## src/hw/rtl/lbs_pkg.sv

```systemverilog
`default_nettype none
package lbs_pkg;

  localparam int unsigned TICK_W  = 16;
  localparam int unsigned BYTE_W  = 8;
  localparam int unsigned ACT_W   = 2;
  localparam int unsigned BITS_W  = 4;
  localparam int unsigned CFG_IDX_W = 3;

  localparam logic [BITS_W-1:0] BITS_PER_BYTE = 4'd8;

  // action codes on the input word
  localparam logic [ACT_W-1:0] ACT_TICK  = 2'd0;
  localparam logic [ACT_W-1:0] ACT_SEND  = 2'd1;
  localparam logic [ACT_W-1:0] ACT_LATCH = 2'd2;

  // configuration register indexes
  localparam logic [CFG_IDX_W-1:0] REG_ONE_HIGH  = 3'd0;
  localparam logic [CFG_IDX_W-1:0] REG_ONE_LOW   = 3'd1;
  localparam logic [CFG_IDX_W-1:0] REG_ZERO_HIGH = 3'd2;
  localparam logic [CFG_IDX_W-1:0] REG_ZERO_LOW  = 3'd3;
  localparam logic [CFG_IDX_W-1:0] REG_LATCH     = 3'd4;

  localparam logic [TICK_W-1:0] RST_ONE_HIGH  = 16'd21;
  localparam logic [TICK_W-1:0] RST_ONE_LOW   = 16'd14;
  localparam logic [TICK_W-1:0] RST_ZERO_HIGH = 16'd9;
  localparam logic [TICK_W-1:0] RST_ZERO_LOW  = 16'd21;
  localparam logic [TICK_W-1:0] RST_LATCH     = 16'd142;

  localparam int unsigned QDEPTH = 2;
  localparam int unsigned QPTR_W = $clog2(QDEPTH);
  localparam int unsigned QCNT_W = $clog2(QDEPTH + 1);

  typedef enum logic [1:0] {
    CMD_TICK,
    CMD_SEND,
    CMD_LATCH
  } cmd_kind_t;

  typedef struct packed {
    cmd_kind_t         kind;
    logic [BYTE_W-1:0] data;
  } cmd_t;

  function automatic logic [TICK_W-1:0] min_one(logic [TICK_W-1:0] n);
    return (n == '0) ? TICK_W'(1) : n;
  endfunction

endpackage
`default_nettype wire

```

## src/hw/rtl/lbs_if.sv

```systemverilog
`default_nettype none
interface lbs_in_if;
  logic       valid;
  logic       ready;
  logic [1:0] action;
  logic [7:0] data_byte;

  modport source (output valid, output action, output data_byte, input ready);
  modport sink (input valid, input action, input data_byte, output ready);
endinterface

interface lbs_out_if;
  logic valid;
  logic ready;
  logic line_level;
  logic busy_res;
  logic rejected;

  modport source (output valid, output line_level, output busy_res, output rejected,
                  input ready);
  modport sink (input valid, input line_level, input busy_res, input rejected,
                output ready);
endinterface
`default_nettype wire

```

## src/hw/rtl/lbs_front.sv

```systemverilog
`default_nettype none
module lbs_front
  import lbs_pkg::*;
(
  lbs_in_if.sink   in_bus,
  output logic     push,
  output cmd_t     push_cmd,
  input  logic     push_ready
);

  always_comb begin
    push_cmd.data = in_bus.data_byte;
    case (in_bus.action)
      ACT_SEND:  push_cmd.kind = CMD_SEND;
      ACT_LATCH: push_cmd.kind = CMD_LATCH;
      default:   push_cmd.kind = CMD_TICK; // unused code is a plain tick
    endcase
  end

  assign in_bus.ready = push_ready;
  assign push         = in_bus.valid & push_ready;

endmodule
`default_nettype wire

```

## src/hw/rtl/lbs_queue.sv

```systemverilog
`default_nettype none
module lbs_queue
  import lbs_pkg::*;
(
  input  logic clk,
  input  logic rst_n,
  input  logic push,
  input  cmd_t push_cmd,
  output logic push_ready,
  input  logic pop,
  output cmd_t head_cmd,
  output logic head_valid
);

  cmd_t              mem_r [QDEPTH];
  logic [QPTR_W-1:0] wr_ptr_r, wr_ptr_nxt;
  logic [QPTR_W-1:0] rd_ptr_r, rd_ptr_nxt;
  logic [QCNT_W-1:0] count_r, count_nxt;

  assign push_ready = (count_r != QCNT_W'(QDEPTH));
  assign head_valid = (count_r != '0);
  assign head_cmd   = mem_r[rd_ptr_r];

  always_comb begin
    wr_ptr_nxt = push ? wr_ptr_r + 1'b1 : wr_ptr_r;
    rd_ptr_nxt = pop ? rd_ptr_r + 1'b1 : rd_ptr_r;
    count_nxt  = count_r + QCNT_W'(push) - QCNT_W'(pop);
  end

  always_ff @(posedge clk) begin
    if (push) begin
      mem_r[wr_ptr_r] <= push_cmd;
    end
  end

  always_ff @(posedge clk) begin
    if (!rst_n) begin
      wr_ptr_r <= '0;
      rd_ptr_r <= '0;
      count_r  <= '0;
    end else begin
      wr_ptr_r <= wr_ptr_nxt;
      rd_ptr_r <= rd_ptr_nxt;
      count_r  <= count_nxt;
    end
  end

endmodule
`default_nettype wire

```

## src/hw/rtl/lbs_back.sv

```systemverilog
`default_nettype none
module lbs_back
  import lbs_pkg::*;
(
  input  logic                 clk,
  input  logic                 rst_n,
  input  logic                 cfg_we,
  input  logic [CFG_IDX_W-1:0] cfg_idx,
  input  logic [TICK_W-1:0]    cfg_wdata,
  input  logic                 head_valid,
  input  cmd_t                 head_cmd,
  output logic                 pop,
  lbs_out_if.source            out_bus
);

  logic [TICK_W-1:0] one_high_r, one_low_r, zero_high_r, zero_low_r, latch_r;

  logic [BYTE_W-1:0] shift_r, shift_nxt;
  logic [BITS_W-1:0] bits_r, bits_nxt;
  logic              high_r, high_nxt;
  logic [TICK_W-1:0] ticks_r, ticks_nxt;
  logic              active_r, active_nxt;
  logic              latch_on_r, latch_on_nxt;

  logic out_valid_r, out_valid_nxt;
  logic level_r, busy_r, rej_r;
  logic level_nxt, busy_nxt, rej_nxt;

  logic [TICK_W-1:0] t_dec;
  logic [BYTE_W-1:0] sh_next;
  logic [BITS_W-1:0] bits_dec;

  assign pop = head_valid & (~out_valid_r | out_bus.ready);

  always_ff @(posedge clk) begin
    if (!rst_n) begin
      one_high_r  <= RST_ONE_HIGH;
      one_low_r   <= RST_ONE_LOW;
      zero_high_r <= RST_ZERO_HIGH;
      zero_low_r  <= RST_ZERO_LOW;
      latch_r     <= RST_LATCH;
    end else if (cfg_we) begin
      case (cfg_idx)
        REG_ONE_HIGH:  one_high_r  <= cfg_wdata;
        REG_ONE_LOW:   one_low_r   <= cfg_wdata;
        REG_ZERO_HIGH: zero_high_r <= cfg_wdata;
        REG_ZERO_LOW:  zero_low_r  <= cfg_wdata;
        REG_LATCH:     latch_r     <= cfg_wdata;
        default: ;
      endcase
    end
  end

  always_comb begin
    shift_nxt    = shift_r;
    bits_nxt     = bits_r;
    high_nxt     = high_r;
    ticks_nxt    = ticks_r;
    active_nxt   = active_r;
    latch_on_nxt = latch_on_r;
    rej_nxt      = 1'b0;
    level_nxt    = 1'b0;
    busy_nxt     = 1'b0;
    t_dec        = '0;
    sh_next      = '0;
    bits_dec     = '0;

    // start takes effect on the same tick
    case (head_cmd.kind)
      CMD_SEND: begin
        if (active_r) begin
          rej_nxt = 1'b1;
        end else begin
          active_nxt   = 1'b1;
          latch_on_nxt = 1'b0;
          shift_nxt    = head_cmd.data;
          bits_nxt     = BITS_PER_BYTE;
          high_nxt     = 1'b1;
          ticks_nxt    = min_one(head_cmd.data[BYTE_W-1] ? one_high_r : zero_high_r);
        end
      end
      CMD_LATCH: begin
        if (active_r) begin
          rej_nxt = 1'b1;
        end else begin
          active_nxt   = 1'b1;
          latch_on_nxt = 1'b1;
          high_nxt     = 1'b0;
          ticks_nxt    = min_one(latch_r);
        end
      end
      default: ;
    endcase

    if (active_nxt) begin
      busy_nxt  = 1'b1;
      level_nxt = ~latch_on_nxt & high_nxt;
      t_dec     = ticks_nxt - 1'b1;
      ticks_nxt = t_dec;
      if (t_dec == '0) begin
        if (latch_on_nxt) begin
          latch_on_nxt = 1'b0;
          active_nxt   = 1'b0;
        end else if (high_nxt) begin
          high_nxt  = 1'b0;
          ticks_nxt = min_one(shift_nxt[BYTE_W-1] ? one_low_r : zero_low_r);
        end else begin
          sh_next   = {shift_nxt[BYTE_W-2:0], 1'b0};
          bits_dec  = bits_nxt - 1'b1;
          shift_nxt = sh_next;
          bits_nxt  = bits_dec;
          if (bits_dec == '0) begin
            active_nxt = 1'b0;
          end else begin
            high_nxt  = 1'b1;
            ticks_nxt = min_one(sh_next[BYTE_W-1] ? one_high_r : zero_high_r);
          end
        end
      end
    end

    out_valid_nxt = pop | (out_valid_r & ~out_bus.ready);
  end

  always_ff @(posedge clk) begin
    if (!rst_n) begin
      shift_r     <= '0;
      bits_r      <= '0;
      high_r      <= 1'b0;
      ticks_r     <= '0;
      active_r    <= 1'b0;
      latch_on_r  <= 1'b0;
      out_valid_r <= 1'b0;
    end else begin
      out_valid_r <= out_valid_nxt;
      if (pop) begin
        shift_r    <= shift_nxt;
        bits_r     <= bits_nxt;
        high_r     <= high_nxt;
        ticks_r    <= ticks_nxt;
        active_r   <= active_nxt;
        latch_on_r <= latch_on_nxt;
      end
    end
  end

  always_ff @(posedge clk) begin
    if (pop) begin
      level_r <= level_nxt;
      busy_r  <= busy_nxt;
      rej_r   <= rej_nxt;
    end
  end

  assign out_bus.valid      = out_valid_r;
  assign out_bus.line_level = level_r;
  assign out_bus.busy_res   = busy_r;
  assign out_bus.rejected   = rej_r;

  a_ticks_live: assert property (@(posedge clk) disable iff (!rst_n)
    active_r |-> ticks_r != '0)
    else $error("active phase with no ticks left");

  a_idle_no_bits: assert property (@(posedge clk) disable iff (!rst_n)
    !active_r |-> bits_r == '0)
    else $error("idle with bits still pending");

  a_latch_low: assert property (@(posedge clk) disable iff (!rst_n)
    latch_on_r |-> (active_r && !high_r))
    else $error("latch gap state inconsistent");

  a_no_overwrite: assert property (@(posedge clk) disable iff (!rst_n)
    (out_valid_r && !out_bus.ready) |-> !pop)
    else $error("result register overwritten while stalled");

  a_rej_busy: assert property (@(posedge clk) disable iff (!rst_n)
    (pop && rej_nxt) |-> active_r)
    else $error("start rejected while idle");

endmodule
`default_nettype wire

```

## src/hw/rtl/led_strip_bit_serializer.sv

```systemverilog
// channel  | dir | word
// in_bus   | in  | action[1:0], data_byte[7:0]
// out_bus  | out | line_level, busy_res, rejected
// cfg_*    | in  | cfg_we, cfg_idx[2:0], cfg_wdata[15:0]
//
// One word in and one word out per cycle when neither side stalls.
// Each word passes through the two-entry command queue and then the
// result register of the serializer.
// Synchronous active-low reset idles the line and restores default timings.
// A stalled output holds its word; the queue then fills and in_bus.ready
// drops once it holds two words.
`default_nettype none
module led_strip_bit_serializer
  import lbs_pkg::*;
(
  input  logic                 clk,
  input  logic                 rst_n,
  input  logic                 cfg_we,
  input  logic [CFG_IDX_W-1:0] cfg_idx,
  input  logic [TICK_W-1:0]    cfg_wdata,
  lbs_in_if.sink               in_bus,
  lbs_out_if.source            out_bus
);

  logic push, push_ready, pop, head_valid;
  cmd_t push_cmd, head_cmd;

  lbs_front u_front (
    .in_bus     (in_bus),
    .push       (push),
    .push_cmd   (push_cmd),
    .push_ready (push_ready)
  );

  lbs_queue u_queue (
    .clk        (clk),
    .rst_n      (rst_n),
    .push       (push),
    .push_cmd   (push_cmd),
    .push_ready (push_ready),
    .pop        (pop),
    .head_cmd   (head_cmd),
    .head_valid (head_valid)
  );

  lbs_back u_back (
    .clk        (clk),
    .rst_n      (rst_n),
    .cfg_we     (cfg_we),
    .cfg_idx    (cfg_idx),
    .cfg_wdata  (cfg_wdata),
    .head_valid (head_valid),
    .head_cmd   (head_cmd),
    .pop        (pop),
    .out_bus    (out_bus)
  );

endmodule
`default_nettype wire

```

## src/flat_wrapper.sv

```systemverilog
// flat-port wrapper written by rule: the top's interface ports become plain ports
module led_strip_bit_serializer_flat import lbs_pkg::*;
  (clk, rst_n, cfg_we, cfg_idx, cfg_wdata, in_bus_valid, in_bus_action, in_bus_data_byte, in_bus_ready, out_bus_valid, out_bus_line_level, out_bus_busy_res, out_bus_rejected, out_bus_ready);
  lbs_in_if in_bus_i ();
  lbs_out_if out_bus_i ();
  input  logic clk;
  input  logic rst_n;
  input  logic cfg_we;
  input  logic [CFG_IDX_W-1:0] cfg_idx;
  input  logic [TICK_W-1:0] cfg_wdata;
  input wire logic [$bits(in_bus_i.valid)-1:0] in_bus_valid;
  input wire logic [$bits(in_bus_i.action)-1:0] in_bus_action;
  input wire logic [$bits(in_bus_i.data_byte)-1:0] in_bus_data_byte;
  output wire logic [$bits(in_bus_i.ready)-1:0] in_bus_ready;
  output wire logic [$bits(out_bus_i.valid)-1:0] out_bus_valid;
  output wire logic [$bits(out_bus_i.line_level)-1:0] out_bus_line_level;
  output wire logic [$bits(out_bus_i.busy_res)-1:0] out_bus_busy_res;
  output wire logic [$bits(out_bus_i.rejected)-1:0] out_bus_rejected;
  input wire logic [$bits(out_bus_i.ready)-1:0] out_bus_ready;
  assign in_bus_i.valid = in_bus_valid;
  assign in_bus_i.action = in_bus_action;
  assign in_bus_i.data_byte = in_bus_data_byte;
  assign in_bus_ready = in_bus_i.ready;
  assign out_bus_valid = out_bus_i.valid;
  assign out_bus_line_level = out_bus_i.line_level;
  assign out_bus_busy_res = out_bus_i.busy_res;
  assign out_bus_rejected = out_bus_i.rejected;
  assign out_bus_i.ready = out_bus_ready;
  led_strip_bit_serializer u_core (.clk(clk), .rst_n(rst_n), .cfg_we(cfg_we), .cfg_idx(cfg_idx), .cfg_wdata(cfg_wdata), .in_bus(in_bus_i), .out_bus(out_bus_i));
endmodule
```

## config.mk

```make
export PLATFORM = sky130hd
export DESIGN_NAME = led_strip_bit_serializer_flat
export DESIGN_NICKNAME = d
export VERILOG_FILES = /design/src/hw/rtl/lbs_pkg.sv /design/src/hw/rtl/lbs_if.sv /design/src/hw/rtl/lbs_front.sv /design/src/hw/rtl/lbs_queue.sv /design/src/hw/rtl/lbs_back.sv /design/src/hw/rtl/led_strip_bit_serializer.sv /design/src/flat_wrapper.sv
export SDC_FILE = /design/constraint.sdc
export NUM_CORES = 1
export LEC_CHECK = 0
export ABC_AREA = 1
export BUFFER_PORTS_ARGS = -buffer_cell sky130_fd_sc_hd__buf_4
export CORE_MARGIN = 3
export CORE_UTILIZATION = 55
export CTS_CLUSTER_DIAMETER = 120
export DETAILED_ROUTE_END_ITERATION = 8
export GPL_TIMING_DRIVEN = 1
export PLACE_DENSITY = 0.73
export SLEW_MARGIN = 20
export SYNTH_ARGS = -nofsm -noshare
export SYNTH_HDL_FRONTEND = slang
export SYNTH_SLANG_ARGS = --single-unit
```

## constraint.sdc

```tcl
create_clock -name clk -period 4.7 [get_ports clk]
set_input_delay 0.94 -clock clk [delete_from_list [all_inputs] [get_ports clk]]
set_output_delay 0.94 -clock clk [all_outputs]
set_load 0.02 [all_outputs]
```

# --- Word-level counts from Yosys, hierarchy flattened ---
# Memory sizes are Yosys's and may differ from the RTL's. A register that Yosys moved wholly into a read port is not among the register bits.
# Index checks and enable logic that the tools add are counted.
classes:
  bitwise_logic: 9
  n_reduce_logical: 14
  n_eq_ne: 9
  add_sub_neg: 6
  muxes: 52
op_table:
  columns: ["cell", "count"]
  rows:
  - ["16-bit 2-to-1 mux", 14]
  - ["16-bit zero test", 5]
  - ["8-bit 2-to-1 mux", 6]
  - ["16-bit case mux with 2 select lines", 1]
  - ["4-bit 2-to-1 mux", 6]
  - ["1-bit 2-to-1 mux", 22]
  - ["16-bit by 1-bit subtractor with 16-bit output (second input constant)", 1]
  - ["2-bit AND reduction", 5]
  - ["3-bit by 2-bit == test with 1-bit output (second input constant)", 2]
  - ["1-bit bitwise AND", 4]
  - ["2-bit by 1-bit == test with 1-bit output (second input constant)", 2]
  - ["2-bit == test (second input constant)", 2]
  - ["4-bit zero test", 1]
  - ["1-bit case mux with 2 select lines", 2]
  - ["2-bit case mux with 2 select lines", 1]
  - ["4-bit by 1-bit subtractor with 4-bit output (second input constant)", 1]
  - ["3-bit by 1-bit == test with 1-bit output (second input constant)", 1]
  - ["3-bit == test (second input constant)", 1]
  - ["3-bit zero test", 1]
  - ["1-bit inverter", 3]
  - ["1-bit adder (second input constant)", 2]
  - ["2-bit by 1-bit adder with 2-bit output", 1]
  - ["2-bit != test (second input constant)", 1]
  - ["1-bit bitwise OR", 2]
  - ["3 further kinds", 3]
word_totals:
  reg_bits: 119
  elab_cells: 109
  memories: 1
  ram_bits: 20
  inputBits: 34
  out_inout_bits: 5
mem_list:
  columns: ["memory", "words", "word_bits", "read_ports", "rd_clocked_by_memory_dff", "wr", "line", "text"]
  rows:
  - ["u_core.u_queue.mem_r", 2, 10, 1, 1, 1, "lbs_queue.sv:15", "cmd_t mem_r [QDEPTH];"]

# --- Longest topological paths before layout ---
# Gate-level depths: netlist of run 1.
logic_depth:
  ltp_word: 11
  ltp_mapped: 33
  ltp_nobuf: 30

# --- Hierarchy ---
# Synthesis of run 1 repeated with hierarchy kept, for this count alone.
unflattened:
  hier_cells: 1122
  area_unflattened_um2: 7678.6
modules_own_cells:
  columns: ["mod", "n_inst", "seq_area_each_um2", "area_per_inst_um2", "cells_each"]
  rows:
  - ["lbs_back", 1, 2332.2, 6601.3, 1043]
  - ["lbs_queue", 1, 700.7, 987.2, 64]
  - ["lbs_front", 1, 0.0, 90.1, 15]

# --- Worst setup path after synthesis of run 1 ---
# OpenSTA, ideal clock, no wires.
synth_path:
  kind: "reg-to-reg"
  from: "reg (tool-made name)"
  to: "reg u_core.u_back.shift_r[3]"
  setup_ps: 134
  path_stages_with_launch: 27
  t_required_ps: 4566
  setup_slack_ps: 868
  n_path_buf: 5
  period_less_slack_ps: 3832
  arrival_ps: 3697
  cell_sequence: "dfxtp_1 -> inv_2 -> buf_6 -> or2_2 -> o21ai_0 -> ha_1 -> clkbuf_1 -> clkbuf_1 -> inv_1 -> nor2_1 -> a21oi_1 -> nand2_1 -> nand2_2 -> buf_6 -> ha_1 -> nand2_2 -> nor2_4 -> nand3_1 -> xor2_1 -> nand3_1 -> nor2_1 -> nand2_2 -> nor2_8 -> nand3_4 -> buf_6 -> o21ai_1 -> a21oi_1"
synth_lines:
  columns: ["item", "line", "text"]
  rows:
  - ["end signal: assignment", "lbs_back.sv:137", "shift_r <= shift_nxt;"]
  - ["end: declaration", "lbs_back.sv:18", "logic [BYTE_W-1:0] shift_r, shift_nxt;"]

==> results of run 1 <==
worst reg2reg max path: cells and delay by family, from the launching register on:
family	cells	cell delay, ps
AOI/OAI and AO/OA	5	830
adders and majority gates	2	620
DFF	1	430
xor gates and xnor gates	1	210
buffers and inverters	2	230
and+or+nand+nor	13	1910
cells by family (layout without fill, tap and decap cells):
logic type	after synthesis	count (layout)	synth area share (%)
compound gates	259	259	18.4
xor+xnor	4	4	0.463
fa+ha+maj	8	8	1.32
buf+inv	158	190	8.76
flops	140	140	40.1
mux	3	3	0.397
simple gates	534	535	30.5
cell type report:
class | instances | share of cell area (%)
multi-input cells | 809 | 45.5
flip-flops and latches | 140 | 35.4
repair buffers | 57 | 4.99
clock buffers | 17 | 4.97
inverters | 101 | 4.43
well taps | 176 | 2.57
clock inverters | 15 | 2.18
where the power goes:
part	internal [uW]	switching, uW	total (uW)
combinational	1090	2720	3820
sequential	1400	100	1500
clock	843	567	1410
state kept, by name, summed over array words and instances (netlist names), named ones only:
name	cells
u_core.u_back.latch_on_r	1
u_core.u_back.out_bus.rejected	1
u_core.u_queue.count_r	2
u_core.u_queue.rd_ptr_r	1
u_core.u_back.latch_r	16
u_core.u_back.out_bus.line_level	1
u_core.u_back.out_bus.valid	1
u_core.u_back.zero_high_r	16
u_core.u_back.high_r	1
u_core.u_queue.mem_r	20
u_core.u_back.ticks_r	16
u_core.u_back.zero_low_r	16
u_core.u_back.one_high_r	16
u_core.u_back.bits_r	4
u_core.u_back.one_low_r	16
u_core.u_back.out_bus.busy_res	1
u_core.u_back.active_r	1
u_core.u_queue.wr_ptr_r	1
u_core.u_back.shift_r	8
Yosys cell counts, types with 3 or more instances:
library cell / count
nand3_1: 62
buf_2: 7
o211ai_1: 16
o21bai_1: 3
clkbuf_1: 41
nor3_1: 4
mux2i_1: 3
nand4_1: 24
o21ai_0: 136
o21ai_1: 6
or2_2: 4
nand2_1: 251
nor2_1: 162
o21ai_2: 4
nand2_4: 3
edfxtp_1: 23
o22ai_1: 7
dfxtp_1: 117
inv_2: 3
nor2_4: 4
nand2_2: 11
buf_6: 7
xor2_1: 4
a21oi_1: 78
inv_1: 97
ha_1: 8
per-layer routing:
metal	track usage (%)	part of all wire, %
met4	10.0	2.4
met3	7.04	9.1
met5	1.04	0
met1	43.1	47
met2	40.9	42
placed cells by master, fill, tap and decap left out, types with 2 or more instances in the layout:
cell,netlist,final
nand2_1,251,250
nor2_1,162,162
o21ai_0,136,135
dfxtp_1,117,117
inv_1,97,97
a21oi_1,78,78
nand3_1,62,62
buf_4,2,57
nand4_1,24,24
edfxtp_1,23,23
clkbuf_16,0,17
o211ai_1,16,16
nand2_2,11,11
ha_1,8,8
o22ai_1,7,7
o21ai_1,6,6
o21ai_2,4,5
nor2_4,4,5
or2_2,4,4
nand2_4,3,4
nor3_1,4,4
clkinv_4,0,4
inv_6,0,4
inv_2,3,3
o21bai_1,3,3
clkinv_1,1,3
xor2_1,4,3
mux2i_1,3,3
bufinv_16,0,3
a21oi_2,2,2
nor2_8,2,2
o21a_1,2,2
a31oi_1,2,2
worst max-delay path by stage:
stage          from                        to  depth (start not counted)
2_1_floorplan  flop  u_core.u_back.shift_r[3]                         26
5_1_grt        flop  u_core.u_back.shift_r[5]                         25
4_1_cts        flop  u_core.u_back.shift_r[5]                         23
3_3_place_gp   flop   u_core.u_back.bits_r[2]                         24
3_5_place_dp   flop  u_core.u_back.shift_r[2]                         23
6_report       flop  u_core.u_back.shift_r[5]                         23
through the flow:
stage / utilization (%) / total power [uW] / instances / hold WS (ps) / instance area, um^2
2_1_floorplan: - / 4280 / 1106 / 424 / 7560
3_3_place_gp: 59.3 / 5170 / 1280 / 436 / 7910
3_5_place_dp: 59.3 / 5180 / 1280 / 439 / 7910
4_1_cts: 63.9 / 6600 / 1312 / 454 / 8530
5_1_grt: 64.2 / 7200 / 1315 / 465 / 8570
6_report: 64.2 / 6730 / 1315 / 452 / 8570
repair_timing:
item                                    in CTS  in global routing
setup buffers                                0                  2
resized for setup                            0                  3
hold endpoints to repair                     0                  0
endpoints found under the setup margin       0                 24
==> flow_summary.toml, run 1 <==
[setup_path]
slowest_delay_ps = 430
reg2reg_depth = 23
crit_path_start_kind = "flop"
r2r_slack_ps = 370
worstPathArrival_ps = 4670
critPathBufInv = 2
slowest_stage = "dfxtp_1"
cp_max_fo = 15
worst_path_most_repeated_cell = "nand3_1"
cp.required_ps = 5040
r2r_end = "u_core.u_back.shift_r[5]"
critPathKind = "reg2reg"
cp_top_family = "simple AND/OR/NAND/NOR gates"
cp-end-kind = "flop"
crit_chain = "inv_2 -> or2_2 -> o21ai_0 -> inv_1 -> ha_1 -> a21oi_2 -> nand2_4 -> a21oi_1 -> nand2_1 -> o21ai_0 -> ha_1 -> nand2_2 -> nor2_4 -> nand3_1 -> xor2_2 -> nand3_1 -> nor2_1 -> nand2_2 -> nor2_8 -> nand3_4 -> nand2_1 -> nand3_1 -> a21oi_1"

[floorplanning]
dieHeight_um = 123
start_util_pct = 56.6
core-area_mm2 = 0.0133
die_x_um = 123
ios = 39
num_rows = 42
die-area_mm2 = 0.0152

[yosys]
ys_ff_latch = 140
synthFlopType = "dfxtp_1"
synth_warnings = 0
synth_top_area_cell = "dfxtp_1"
synthTopCellsByArea = "dfxtp_1 (31%), nand2_1 (12%), edfxtp_1 (9.1%), o21ai_0 (9.0%), nor2_1 (8.0%)"
yosysSeqAreaShare_pct = 40.1
synthCells = 1106
yosysUniqueCellTypes = 42
synth.top_cell.area_share_pct = 31.0
synth_edf_count = 23
syn-num-nets = 1148
synth_area_mm2 = 0.00756
async_flop_share_pct = 0
synth.avg_cell_area_um2 = 6.84

[cells_and_area]
fin_nets = 1168
multi_input_area_mm2 = 0.00389
drive_gt1_share_pct = 11.2
syn2layout_area_growth_pct = 13.3
fillerInstances = 1219
diodes = 0
seq_area_mm2 = 0.00303

[place]
io_buffers = 38
dp_hpwl_um = 14900
globalplace.congestion = 0.962
post-place-ws_ps = 271

[hold_path]
min-delay-start = "u_core.u_queue.rd_ptr_r"
whs_endpoint = "u_core.u_queue.rd_ptr_r"
min_path_type = "reg2reg"
hold_path_depth = 1

[global_routing]
grt_pass1_wl_um = 33900
grt_max_degree = 98
grt_util_all_layers_pct = 29.0
antenna_found_initial = 0
grt_overflow = 0
grt_pass1_vias = 6479

[sta]
rsz0062_at_grt = "false"
worst_pin_slew_ps = 888
setup_violations = 0
finalWorstSetupSlack_ps = 367
timing.final.crit_share_pct = 92.2
tns_ps = 0
hold_viol = 0
finClkSkew_ps = 8.51
clock.fmax_mhz = 231
fin_crit_ps = 4330
slew_violations = 0
maxSlewHeadroom_pct = 40.6

[pwr]
power_leakage_uw = 0.00393
peakVddDrop_v = 0.000439
powerDensity_mw_per_mm2 = 785

[routing]
vias_per_cell = 5.63
wl_per_cell_um = 16.3
drt_iter0_markers = 1065
vias = 7410
first_pass_iters = 6
drtAntennaViolNets = 0
wirelength_um = 21500
drc = 0

[status]
status = "completed"

[clock_tree]
cts_buffers = 17
hold_buffers = 0
htreeDepth = 4
clockBufferDepth = 2
clock_sinks = 140
cts_tree = "done"
cts-root-buf = "clkbuf_16"
insertion_delay_ps = 440
clk_pin_slew_ps = 60

[flow_run]
cap_violations = 0
No activity file was read; power rests on OpenSTA's default activity.
==> run 2, diff against run 1 <==
Settings changed: CORE_UTILIZATION 55 to 40, PLACE_DENSITY 0.73 to unset, REMOVE_ABC_BUFFERS set to 1.
==> run 2 against run 1 <==
Net effect:
- largest cell class unchanged
- die area is 36% higher
- critical path type unchanged
- critical endpoint is now u_core.u_back.ticks_r[6]
- first-iteration DRC count shrank 34%
- global-route usage decreased by 7.2 points
==> flow_summary.toml, run 2 (synthesis gave the netlist of run 1 again) <==
[routing]
wirelength_um = 21900
vias_per_cell = 5.32
drtAntennaViolNets = 0
vias = 7286
first_pass_iters = 5
drc = 0
drt_iter0_markers = 705
wl_per_cell_um = 16.0

[floorplanning]
dieHeight_um = 143
die_x_um = 143
ios = 39
num_rows = 49
start_util_pct = 41.4
die-area_mm2 = 0.0206
core-area_mm2 = 0.0183

[place]
io_buffers = 38
dp_hpwl_um = 15700
placedCellCount = 1337
globalplace.congestion = 0.936

[sta]
worst_pin_slew_ps = 986
rsz0062_at_grt = "false"
finClkSkew_ps = 9.42
maxSlewHeadroom_pct = 34.3
setup_violations = 0
tns_ps = 0
timing.final.crit_share_pct = 90.0
slew_violations = 0
clock.fmax_mhz = 236
hold_viol = 0
fin_crit_ps = 4230

[clock_tree]
cts_setup_buffers = 0
insertion_delay_ps = 430
cts_resized = 0
clockBufferDepth = 2
clk_pin_slew_ps = 70
cts_buffers = 17
clock_sinks = 140
cts_tree = "done"
cts-root-buf = "clkbuf_16"
htreeDepth = 4
hold_buffers = 0

[cells_and_area]
regMostFlops = "u_core.u_queue.mem_r"
seq_area_mm2 = 0.00303
largest_register_ffs = 20
layout_commonest_cell = "nand2_1"
diodes = 0
fillerInstances = 1927
syn2layout_area_growth_pct = 13.9
mostFrequentLayoutCells = "nand2_1 (251), nor2_1 (162), o21ai_0 (135)"
multi_input_area_mm2 = 0.00387
drive_gt1_share_pct = 11.1
fin_nets = 1169
layout.cells.non_filler = 1369

[flow_run]
cap_violations = 0

[pwr]
power_leakage_uw = 0.00393
p_int_uw = 3380
p_clk_share_pct = 20.5
pwr-share-seq_pct = 22.5
powerDensity_mw_per_mm2 = 778
peakVddDrop_v = 0.000372
p_comb_share_pct = 57.0
swShare_pct = 49.6
switchingPower_uw = 3330

[global_routing]
grt_overflow = 0
grt_pass1_vias = 6515
grt_max_degree = 98
grt_util_all_layers_pct = 21.8
antenna_found_initial = 0
grt_pass1_wl_um = 35300

[hold_path]
min_path_type = "reg2reg"
hold_path_depth = 2

[setup_path]
cp_top_family = "simple AND/OR/NAND/NOR gates"
cp_max_fo = 17
reg2reg_depth = 26
cp.required_ps = 5070
slowest_stage = "dfxtp_2"
critical_path_depth = 26
crit_path_start_kind = "flop"
worstPathArrival_ps = 4600
critPathBufInv = 5
cp-end-kind = "flop"
worst_path_most_repeated_cell = "nand2_1"
slowest_delay_ps = 450
critPathKind = "reg2reg"

[status]
status = "completed"
-- run 2: changes by cell type in the layout (fill, tap and decap cells not counted), sizes merged --
cell / previous run / this run
clkbuf: 17 / 23
inv: 105 / 101
buf: 57 / 59
bufinv: 3 / 2
clkinv: 7 / 6
nor2: 170 / 169
-- run 2: final cells by class --
| cell class | count | area share [%] |
|---|---|---|
| multi-input cells | 808 | 44.9 |
| flip-flops and latches | 140 | 35.2 |
| clock buffers | 23 | 5.72 |
| repair buffers | 59 | 5.14 |
| inverters | 101 | 4.40 |
| well taps | 229 | 3.33 |
| clock inverters | 9 | 1.26 |
-- run 2: power by group through the flow --
stage                     clock network, uW  logic (uW)  registers (uW)
final                                  1380        3820            1500
after global routing                   1440        4250            1520
after CTS                              1390        3760            1500
after detailed placement                  0        3740            1520
after global placement                    0        3740            1530
after floorplan                           0        2580            1520
-- run 2: metal layers --
metal / up-vias / GRT usage, % / part of all wire, %
met2: 215 / 32.0 / 43
met4: 0 / 5.70 / 1.2
met3: 20 / 4.09 / 5.7
met1: 3364 / 32.9 / 50
met5: - / 0 / 0
li1: 3687 / - / -
-- run 2: through the flow --
| stage | utilization (%) | hold WS, ps | instance area (um^2) | setup WS (ps) | power [uW] |
|---|---|---|---|---|---|
| finish | 47.1 | 452 | 8610 | 470 | 6700 |
| floorplan | - | 424 | 7280 | 636 | 4100 |
| global placement | 43.8 | 437 | 8010 | 505 | 5260 |
| detailed placement | 43.8 | 442 | 8010 | 393 | 5260 |
| CTS | 47.1 | 456 | 8610 | 388 | 6660 |
| global route | 47.1 | 471 | 8610 | 31.5 | 7210 |
-- run 2: worst reg2reg max path, delay by kind of cell (launching register included) --
kind	cells	cell delay (ps)
AO/OA/AOI/OAI	5	690
buffers and inverters	5	660
flip-flops	1	450
adder cells (fa/ha/maj)	1	360
AND/OR/NAND/NOR	15	2000
-- run 2: final timing paths --
check                                            startpoint                           to  slack, ps
worst max-delay path                                   flop     u_core.u_back.ticks_r[6]        470
worst min-delay path            u_core.u_back.zero_low_r[5]  u_core.u_back.zero_low_r[5]        450
worst max register to register                         flop     u_core.u_back.ticks_r[6]        470
worst min register to register  u_core.u_back.zero_low_r[5]  u_core.u_back.zero_low_r[5]        450
==> run 3, diff against run 2 <==
==> constraint.sdc (replaced) <==
create_clock -name clk -period 4.7 [get_ports clk]
set_input_delay 0.47 -clock clk [delete_from_list [all_inputs] [get_ports clk]]
set_output_delay 0.47 -clock clk [all_outputs]
set_load 0.02 [all_outputs]
==> run 3 against run 2 <==
Net effect:
- critical path depth stayed put
- global-route usage is 0.36 points higher
- routed wire length is 0.29% higher
- clock-buffer cell count decreased by 2
- critical endpoint unchanged
- non-clock buffer count is 1 higher
- clock skew is 8.0 ps higher
- cell count unchanged
- via count is 0.25% lower
- largest cell class unchanged
==> flow_summary.toml, run 3 (synthesis gave the netlist of run 1 again) <==
[global_routing]
grt_pass1_wl_um = 36000
grt_overflow = 0
grt_max_degree = 98
grt_util_all_layers_pct = 22.2
grt_pass1_vias = 6673
antenna_found_initial = 0

[setup_path]
worst_path_most_repeated_cell = "nand2_1"
critPathKind = "reg2reg"
reg2reg_depth = 26
cp.required_ps = 5050
critical_path_depth = 26
worstPathArrival_ps = 4500
critPathBufInv = 5
cp-end-kind = "flop"
cp_top_family = "simple AND/OR/NAND/NOR gates"
cp_max_fo = 14
slowest_delay_ps = 450
r2r_end = "u_core.u_back.ticks_r[6]"
r2r_slack_ps = 560
crit_path_end = "u_core.u_back.ticks_r[6]"
crit_path_start_kind = "flop"
slowest_stage = "dfxtp_2"

[flow_run]
cap_violations = 0

[routing]
wirelength_um = 22000
drt_iter0_markers = 601
first_pass_iters = 6
vias = 7268
wl_per_cell_um = 16.0
drc = 0
vias_per_cell = 5.31
drtAntennaViolNets = 0

[pwr]
power_leakage_uw = 0.00391
switchingPower_uw = 3300
peakVddDrop_v = 0.000303
p_int_uw = 3290
powerDensity_mw_per_mm2 = 769
pwr-share-seq_pct = 22.8
p_clk_share_pct = 19.6
p_comb_share_pct = 57.5
swShare_pct = 50.1

[cells_and_area]
fin_nets = 1170
largest_register_ffs = 20
layout_commonest_cell = "nand2_1"
diodes = 0
fillerInstances = 1879
mostFrequentLayoutCells = "nand2_1 (251), nor2_1 (162), o21ai_0 (135)"
regMostFlops = "u_core.u_queue.mem_r"
drive_gt1_share_pct = 11.1
syn2layout_area_growth_pct = 13.5
design_area_mm2 = 0.00858

[sta]
slew_violations = 0
hold_viol = 0
rsz0062_at_grt = "false"
maxSlewHeadroom_pct = 32.3
fin_crit_ps = 4140
finClkSkew_ps = 17.4
setup_violations = 0
clock.fmax_mhz = 241
tns_ps = 0
worst_pin_slew_ps = 1020
timing.final.crit_share_pct = 88.2

[clock_tree]
htreeDepth = 4
clock_sinks = 140
hold_buffers = 0
clk_pin_slew_ps = 60
cts_tree = "done"
clockBufferDepth = 2
cts-root-buf = "clkbuf_16"
cts_buffers = 17
insertion_delay_ps = 420

[floorplanning]
die-area_mm2 = 0.0206
start_util_pct = 41.4
core-area_mm2 = 0.0183
dieHeight_um = 143
ios = 39
die_x_um = 143
num_rows = 49

[place]
dpl_cell_area_mm2 = 0.00800
io_buffers = 38
globalplace.congestion = 0.930
dp_hpwl_um = 15700

[hold_path]
min_path_type = "in2reg"

[status]
status = "completed"
==> run 3: power groups by stage <==
stage                     Combinational [uW]  Sequential, uW  Clock (uW)
after floorplan                         2580            1520           0
after global placement                  3730            1530           0
after detailed placement                3720            1530           0
after CTS                               3730            1500        1310
after global routing                    4250            1530        1370
final                                   3790            1510        1290
==> run 3: metrics by stage <==
stage / util (%) / hold slack [ps] / setup slack, ps / instances / power, uW
floorplan: - / 424 / 636 / 1049 / 4100
global route: 47.0 / 220 / 55.0 / 1369 / 7150
global placement: 43.8 / 434 / 488 / 1335 / 5260
CTS: 46.8 / 223 / 411 / 1366 / 6550
finish: 47.0 / 230 / 556 / 1369 / 6600
detailed placement: 43.8 / 443 / 435 / 1335 / 5240
==> run 3: what timing repair did <==
item	in CTS	in global routing
setup buffers	0	3
endpoints found under the setup margin	0	25
resized for setup	0	1
==> run 3: routing by layer <==
layer  wire, um  vias to the layer above  global-route usage (%)
met3       1280                       34                    4.56
li1           -                     3684                       -
met1      10900                     3323                    33.1
met4        488                        0                    7.04
met5          0                        -                       0
met2       9280                      227                    32.1
==> run 3: how the worst min path moves through the flow <==
stage	start	to	slack, ps	cells after the start
3_3_place_gp	u_core.u_back.one_low_r[3]	u_core.u_back.one_low_r[3]	430	2
3_5_place_dp	u_core.u_back.one_low_r[1]	u_core.u_back.one_low_r[1]	440	2
6_report	in_bus_data_byte[1]	u_core.u_queue.mem_r[0][1]	230	1
4_1_cts	in_bus_data_byte[3]	u_core.u_queue.mem_r[0][3]	220	1
5_1_grt	in_bus_data_byte[6]	u_core.u_queue.mem_r[1][6]	220	1
2_1_floorplan	u_core.u_back.one_low_r[1]	u_core.u_back.one_low_r[1]	420	2
==> run 3: cell type report <==
class	count	area (um^2)	area share, %
clock inverter	10	91.3	1.06
inverter	101	379	4.42
sequential	140	3030	35.4
tap	229	287	3.34
timing repair buffer	60	450	5.25
multi-input combinational	808	3870	45.1
clock buffer	21	472	5.50
